[config.mk]
export PLATFORM = sky130hd
export DESIGN_NAME = point_in_polygon_crossing
export DESIGN_NICKNAME = d
export VERILOG_FILES = /design/src/rtl/core/pipc_pkg.sv /design/src/rtl/core/pipc_ram.sv /design/src/rtl/core/point_in_polygon_crossing.sv
export SDC_FILE = /design/constraint.sdc
export NUM_CORES = 2
export LEC_CHECK = 0
export BUFFER_PORTS_ARGS = -buffer_cell sky130_fd_sc_hd__buf_2
export CAP_MARGIN = 0
export CORE_UTILIZATION = 45
export CTS_BUF_LIST = sky130_fd_sc_hd__clkbuf_8 sky130_fd_sc_hd__clkbuf_16
export DETAILED_ROUTE_END_ITERATION = 8
export PLACE_DENSITY = 0.65
export SYNTH_ARGS = -nofsm -noshare
export SYNTH_HDL_FRONTEND = slang
export SYNTH_SLANG_ARGS = --single-unit
[constraint.sdc]
create_clock -name i_clk -period 20.5 [get_ports i_clk]
set_clock_uncertainty 0.1 [all_clocks]
set_input_delay 0 -clock i_clk [delete_from_list [all_inputs] [get_ports i_clk]]
set_output_delay 0 -clock i_clk [all_outputs]
set_load 0.02 [all_outputs]
[src/rtl/core/pipc_pkg.sv]
// ----------------------------------------------------------------------------
// pipc_pkg: shared types and constants
// Beat formats and codes for the point in polygon crossing block.
// ----------------------------------------------------------------------------
package pipc_pkg;

    localparam int COORD_W  = 24;
    localparam int IDX_W    = 4;
    localparam int CNT_W    = 5;

    localparam logic [CNT_W-1:0] CFG_COUNT_RESET = 5'd4;

    localparam logic OP_WRITE = 1'b0;
    localparam logic OP_QUERY = 1'b1;

    typedef struct packed {
        logic                      op;
        logic [IDX_W-1:0]          vertex_index;
        logic signed [COORD_W-1:0] point_x;
        logic signed [COORD_W-1:0] point_y;
    } t_cmd;

    typedef struct packed {
        logic             inside_res;
        logic [CNT_W-1:0] crossings;
    } t_res;

endpackage

[src/rtl/core/pipc_ram.sv]
// ----------------------------------------------------------------------------
// pipc_ram: generic dual-address RAM
// One write port and one read port, read data registered.
// ----------------------------------------------------------------------------
module pipc_ram #(
    parameter int WIDTH = 48,
    parameter int DEPTH = 16
) (
    input  logic                     i_clk,
    input  logic                     i_we,
    input  logic [$clog2(DEPTH)-1:0] i_waddr,
    input  logic [WIDTH-1:0]         i_wdata,
    input  logic [$clog2(DEPTH)-1:0] i_raddr,
    output logic [WIDTH-1:0]         o_rdata
);

    logic [WIDTH-1:0] r_mem [DEPTH];
    logic [WIDTH-1:0] r_rdata;

    always_ff @(posedge i_clk) begin
        if (i_we) begin
            r_mem[i_waddr] <= i_wdata;
        end
        r_rdata <= r_mem[i_raddr];
    end

    assign o_rdata = r_rdata;

endmodule

[src/rtl/core/point_in_polygon_crossing.sv]
// ----------------------------------------------------------------------------
// point_in_polygon_crossing: ray cast point in polygon test
// Holds polygon vertices in a RAM and counts crossings of a ray toward +x.
// ----------------------------------------------------------------------------
//  channel   direction  handshake                 beat
//  command   in         start & !busy             t_cmd (op, index, x, y)
//  result    out        o_res_valid, one cycle    t_res (inside, crossings)
//  config    in         i_cfg_valid & o_cfg_ready vertex count, 5 bits
//
//  a vertex write leaves busy low. a query with n > 0 vertices in use keeps
//  busy high while the single RAM read port walks the vertices one per cycle
//  into a three stage edge evaluator.
//  the result strobe follows the last busy cycle; the next command can be
//  taken in that same cycle. synchronous active-low reset sets the vertex
//  count to 4; the vertex RAM is not cleared. the receiver cannot stall.
// ----------------------------------------------------------------------------
module point_in_polygon_crossing #(
    parameter int MAX_VERTICES = 16
) (
    input  logic                i_clk,
    input  logic                i_rst_n,
    input  logic                start,
    output logic                busy,
    input  pipc_pkg::t_cmd      i_cmd,
    output logic                o_res_valid,
    output pipc_pkg::t_res      o_res,
    input  logic                i_cfg_valid,
    output logic                o_cfg_ready,
    input  logic [pipc_pkg::CNT_W-1:0] i_cfg_data
);

    localparam int CW  = pipc_pkg::COORD_W;
    localparam int DW  = CW + 1;
    localparam int PW  = 2 * DW;
    localparam int AW  = $clog2(MAX_VERTICES);
    localparam int NW0 = $clog2(MAX_VERTICES + 1);
    localparam int NW  = (NW0 > pipc_pkg::CNT_W) ? NW0 : pipc_pkg::CNT_W;

    typedef enum logic [2:0] {
        S_IDLE,
        S_READ,
        S_WAIT,
        S_CLOSE,
        S_DRAIN
    } t_state;

    t_state r_state;

    logic [pipc_pkg::CNT_W-1:0] r_vertex_count;
    logic [NW-1:0]              r_n;
    logic [NW-1:0]              r_cross;
    logic [AW-1:0]              r_addr;
    logic [AW-1:0]              r_didx;
    logic                       r_dv;
    logic signed [CW-1:0]       r_px, r_py;
    logic signed [CW-1:0]       r_prev_x, r_prev_y;
    logic signed [CW-1:0]       r_first_x, r_first_y;

    logic                       r_s1_v, r_s1_hit;
    logic signed [DW-1:0]       r_t, r_dx, r_u, r_dy;
    logic                       r_s2_v, r_s2_hit;
    logic signed [PW-1:0]       r_p1, r_p2;

    logic                       r_res_valid;
    pipc_pkg::t_res             r_res;

    logic                       accept;
    logic                       wr_in_range;
    logic                       ram_we;
    logic [AW-1:0]              ram_waddr;
    logic [2*CW-1:0]            ram_rdata;
    logic [NW-1:0]              n_use;
    logic signed [CW-1:0]       rd_x, rd_y;

    logic                       edge_v;
    logic signed [CW-1:0]       ax, ay, bx, by;
    logic signed [CW-1:0]       lo_x, lo_y, hi_x, hi_y;
    logic                       swap_ab;
    logic                       edge_hit;

    assign busy        = (r_state != S_IDLE);
    assign o_cfg_ready = 1'b1;
    assign accept      = start && !busy;

    assign wr_in_range = (32'(i_cmd.vertex_index) < 32'(MAX_VERTICES));
    assign ram_we      = accept && (i_cmd.op == pipc_pkg::OP_WRITE) && wr_in_range;
    assign ram_waddr   = AW'(i_cmd.vertex_index);

    assign n_use = (32'(r_vertex_count) >= 32'(MAX_VERTICES)) ? NW'(MAX_VERTICES)
                                                              : NW'(r_vertex_count);

    pipc_ram #(
        .WIDTH (2 * CW),
        .DEPTH (MAX_VERTICES)
    ) u_vtx_ram (
        .i_clk   (i_clk),
        .i_we    (ram_we),
        .i_waddr (ram_waddr),
        .i_wdata ({i_cmd.point_x, i_cmd.point_y}),
        .i_raddr (r_addr),
        .o_rdata (ram_rdata)
    );

    assign rd_x = ram_rdata[2*CW-1:CW];
    assign rd_y = ram_rdata[CW-1:0];

    // edge source: walking pair, or closing edge back to vertex 0
    always_comb begin
        edge_v = (r_dv && (r_didx != '0)) || (r_state == S_CLOSE);
        ax = r_prev_x;
        ay = r_prev_y;
        bx = (r_state == S_CLOSE) ? r_first_x : rd_x;
        by = (r_state == S_CLOSE) ? r_first_y : rd_y;
        swap_ab = (ay > by);
        lo_x = swap_ab ? bx : ax;
        lo_y = swap_ab ? by : ay;
        hi_x = swap_ab ? ax : bx;
        hi_y = swap_ab ? ay : by;
        edge_hit = (ay != by) && (r_py >= lo_y) && (r_py < hi_y);
    end

    always_ff @(posedge i_clk) begin
        if (!i_rst_n) begin
            r_state        <= S_IDLE;
            r_vertex_count <= pipc_pkg::CFG_COUNT_RESET;
            r_dv           <= 1'b0;
            r_s1_v         <= 1'b0;
            r_s2_v         <= 1'b0;
            r_res_valid    <= 1'b0;
            r_cross        <= '0;
            r_n            <= '0;
            r_addr         <= '0;
        end else begin
            r_res_valid <= (r_state == S_DRAIN) && !r_s1_v && !r_s2_v;
            r_dv        <= (r_state == S_READ);
            r_didx      <= r_addr;

            if (i_cfg_valid && o_cfg_ready) begin
                r_vertex_count <= i_cfg_data;
            end

            // vertex walk
            if (r_dv) begin
                r_prev_x <= rd_x;
                r_prev_y <= rd_y;
                if (r_didx == '0) begin
                    r_first_x <= rd_x;
                    r_first_y <= rd_y;
                end
            end

            // edge stage: order endpoints, range test, differences
            r_s1_v   <= edge_v;
            r_s1_hit <= edge_hit;
            r_t      <= DW'(r_py) - DW'(lo_y);
            r_dx     <= DW'(hi_x) - DW'(lo_x);
            r_u      <= DW'(r_px) - DW'(lo_x);
            r_dy     <= DW'(hi_y) - DW'(lo_y);

            // product stage
            r_s2_v   <= r_s1_v;
            r_s2_hit <= r_s1_hit;
            r_p1     <= r_t * r_dx;
            r_p2     <= r_u * r_dy;

            // compare and count
            if (r_s2_v && r_s2_hit && (r_p1 > r_p2)) begin
                r_cross <= r_cross + NW'(1);
            end

            unique case (r_state)
                S_IDLE: begin
                    if (accept && (i_cmd.op == pipc_pkg::OP_QUERY)) begin
                        r_px    <= i_cmd.point_x;
                        r_py    <= i_cmd.point_y;
                        r_cross <= '0;
                        r_n     <= n_use;
                        r_addr  <= '0;
                        r_state <= (n_use == '0) ? S_DRAIN : S_READ;
                    end
                end
                S_READ: begin
                    if (NW'(r_addr) == r_n - NW'(1)) begin
                        r_state <= S_WAIT;
                    end else begin
                        r_addr <= r_addr + AW'(1);
                    end
                end
                S_WAIT: begin
                    r_state <= S_CLOSE;
                end
                S_CLOSE: begin
                    r_state <= S_DRAIN;
                end
                S_DRAIN: begin
                    if (!r_s1_v && !r_s2_v) begin
                        r_res.inside_res     <= r_cross[0];
                        r_res.crossings      <= r_cross[pipc_pkg::CNT_W-1:0];
                        r_state              <= S_IDLE;
                    end
                end
                default: begin
                    r_state <= S_IDLE;
                end
            endcase
        end
    end

    assign o_res_valid = r_res_valid;
    assign o_res       = r_res;

`ifndef ASSERT_OFF
    a_strobe_after_drain: assert property (@(posedge i_clk) disable iff (!i_rst_n)
        o_res_valid |-> ($past(r_state) == S_DRAIN && r_state == S_IDLE))
        else $error("result strobe without a finished query");

    a_idle_pipe_empty: assert property (@(posedge i_clk) disable iff (!i_rst_n)
        (r_state == S_IDLE) |-> (!r_s1_v && !r_s2_v && !r_dv))
        else $error("edge pipeline active while idle");

    a_cross_bound: assert property (@(posedge i_clk) disable iff (!i_rst_n)
        (r_state != S_IDLE) |-> (r_cross <= r_n))
        else $error("crossing count exceeds edge count");

    a_query_busy: assert property (@(posedge i_clk) disable iff (!i_rst_n)
        (accept && i_cmd.op == pipc_pkg::OP_QUERY) |=> busy)
        else $error("query accepted without going busy");

    a_write_no_result: assert property (@(posedge i_clk) disable iff (!i_rst_n)
        (accept && i_cmd.op == pipc_pkg::OP_WRITE) |=> (!busy && !o_res_valid))
        else $error("vertex write produced work or a result");
`endif

endmodule

==> results.toml <==
[sta]
min_period_ps = 9200
rsz0062_at_grt = "no"
tns_ps = 0
relSlewSlack_pct = 11.4
slew_violations = 0
fin_crit_sh_pct = 44.9
worst_pin_slew_ps = 1330
fmax_mhz = 109
worst_slack_ps = 11300
hold_viol = 0
setup_viol = 0

[worst_setup_path]
crit_arrival_ps = 9600
end_kind = "register"
r2r_cells = 26
criticalPathCategory = "register to register"
critPathMaxFanout = 110
critPathLaunch = "r_state[2]"
r2r_slack_ps = 11300
cp.required_ps = 20910
startpoint_type = "register"
r2r_start = "r_state[2]"

[layout]
area_growth_pct = 8.70
nets = 9617
nFillCells = 18500
final_area_um2 = 103000
layout-drive-gt1-share_pct = 8.39

[placed_design]
dpl.hpwl_um = 168000
place_ws_ps = 11420
io_buffer_count = 69
placedInstanceArea_um2 = 98700
place.gp.congestion = 0.890

[run]
drv_cap = 0

[floorplanning]
rows = 168
die_height_um = 462
core_area_um2 = 210000
fp.dieW_um = 462
start_util_pct = 45.3
top_level_ports = 71
die_area_um2 = 213000

[synthesis]
syn-instance-count = 7727
synth_ff_type = "edfxtp_1"
avgSynthCellArea_um2 = 12.3
synth_warnings = 0
synth_edf_count = 1123
synthDistinctLibCells = 92
synth_top_area_cell = "edfxtp_1"
synth_area_um2 = 95000
seq_area_frac_synth_pct = 37.0
synth_top_area_share_pct = 35.5
ys_seq_elements = 1197
synth_area_leaders = "edfxtp_1, fa_1, ha_1"
syn_nets = 9565
async_reset_ff_share_pct = 0

[clock_network]
clockBufferDepth = 3
post-cts-setup-buffer-count = 0
cts_tree = "done"
cts-root-buf = "clkbuf_16"
cts_buffers = 116
cts.clk_slew.worst_paths_ps = 60
clock_sinks = 1197
htree_num_levels = 3
clkLatencyLatePin_ps = 760

[route]
wirelength_um = 239000
ant_nets = 0
drc = 0
first_pass_iters = 6
vias = 58200
drtIter0Drc = 4537
vias_per_cell = 5.44
routedWlPerCell_um = 22.4

[grt]
grt_pass1_vias = 62700
grt_pass1_wl_um = 371000
grt_overflow = 0
track_usage_pct = 23.0
grt_antenna_before_repair = 10
grt_max_degree = 132

[hold_path]
min_path_type = "primary input to register"
hold_start = "i_cmd[51]"
worstHoldPathCells = 3

[run_status]
status = "finished, final reports clean"
==> logic make-up (layout without fill, tap and decap cells) <==
family,Yosys count,after routing,share of synthesized area [%]
buf+inv,1705,1858,6.78
flops,1197,1197,37.0
xor+xnor,193,193,1.78
other cells,1,2,0.00395
simple gates,1879,1879,9.69
fa+ha+maj,1776,1776,33.8
compound gates,677,677,4.59
mux,299,299,6.32
==> layout by cell type, fill, tap and decap left out, types with 30 or more instances in the layout <==
master / Yosys / routed
dlygate4sd3_1: 0 / 76
nand4_1: 33 / 33
buf_4: 2 / 110
mux2i_1: 54 / 54
nor2_1: 250 / 235
a21o_1: 120 / 120
o21a_1: 30 / 30
nand3_1: 47 / 47
a21oi_1: 207 / 207
edfxtp_1: 1123 / 1123
dfxtp_1: 74 / 70
buf_2: 8 / 68
inv_1: 1382 / 1403
fa_1: 1319 / 1319
nor3_1: 38 / 34
clkbuf_16: 0 / 117
ha_1: 457 / 457
o21ai_0: 129 / 129
mux4_2: 240 / 240
nand2_1: 750 / 750
xnor2_1: 133 / 133
nor2b_1: 30 / 30
xor2_1: 60 / 60
and2_1: 606 / 606
nand2b_1: 40 / 40
==> registers in the layout, summed over array words and instances, names as in the netlist, 24 cells and up <==
register           flops
r_p2                  50
r_u                   25
u_vtx_ram.r_mem      768
u_vtx_ram.o_rdata     48
ax                    24
r_px                  24
r_dx                  25
ay                    24
r_p1                  50
r_dy                  25
r_first_x             24
r_t                   25
r_first_y             24
r_py                  24
==> final cells by class <==
class,count,area (µm²),share of cell area (%)
sequential,1197,35200,34.1
clock inverter,93,837,0.810
antenna,1,2.50,0.00242
inverter,1383,5190,5.02
multi-input combinational,4825,53500,51.8
timing repair buffer,256,1960,1.90
clock buffer,126,3050,2.95
tap,2805,3510,3.40
==> worst paths after layout <==
check / end
min reg2reg: r_s2_hit
max: r_dx[22]
min: u_vtx_ram.r_mem[13][24]
max reg2reg: r_dx[22]
==> worst max-delay path, stage by stage, from the launching register on <==
cell and delay [ps]:
dfxtp_1 440, nand3b_1 170, buf_4 750, mux2i_1 320, ha_1 540, nand4_2 200, nor3_2 230, and3_1 230
nand4_1 730, nand2_4 710, buf_4 840, o21ai_0 330, ha_1 300, fa_1 460, nor2b_1 130, o21ai_0 100
a21boi_0 260, o21ai_0 140, a21boi_0 260, o21a_1 160, nor2_1 80, o21ai_0 360, o41a_1 270, a211oi_1 120
o31ai_1 350, a21oi_1 140, xnor2_1 140
==> cell usage after synthesis (all sizes together) (14+ instances only) <==
cell type	instances
inv	1382
fa	1319
edfxtp	1123
nand2	751
and2	607
ha	457
clkbuf	285
nor2	250
mux4	240
a21oi	208
o21ai	137
xnor2	133
a21o	120
dfxtp	74
xor2	60
mux2i	54
nand3	47
nand2b	40
nor3	40
buf	37
nand4	34
nor2b	30
o21a	30
and3	22
a211oi	21
o21bai	19
o31ai	18
a21boi	15
a31oi	15
or3	15
or2	14
==> per-stage QoR <==
| step | hold WS (ps) | cells | utilization, % |
|---|---|---|---|
| floorplan | -1.13 | 7727 | - |
| global placement | 128 | 10400 | 47.0 |
| detailed placement | 120 | 10400 | 47.0 |
| CTS | 0.407 | 10700 | 49.2 |
| global route | 56.1 | 10700 | 49.2 |
| finish | 44.6 | 10700 | 49.2 |
==> what timing repair did <==
item | 4_1_cts | 5_1_grt
hold buffers | 76 | 0
setup endpoints to repair | 0 | 0
hold endpoints to repair | 963 | 0
gates resized for setup | 0 | 0
==> per-layer routing <==
layer	share of wire [%]	track usage [%]	up-vias
li1	-	-	25300
met1	41	30.8	30500
met2	50	39.3	1975
met3	6.1	2.98	391
met4	2.9	6.47	16
met5	0.043	0	-
Power is not shown: default switching activity piles up to over one toggle a cycle in this logic, so the estimate is an artifact.
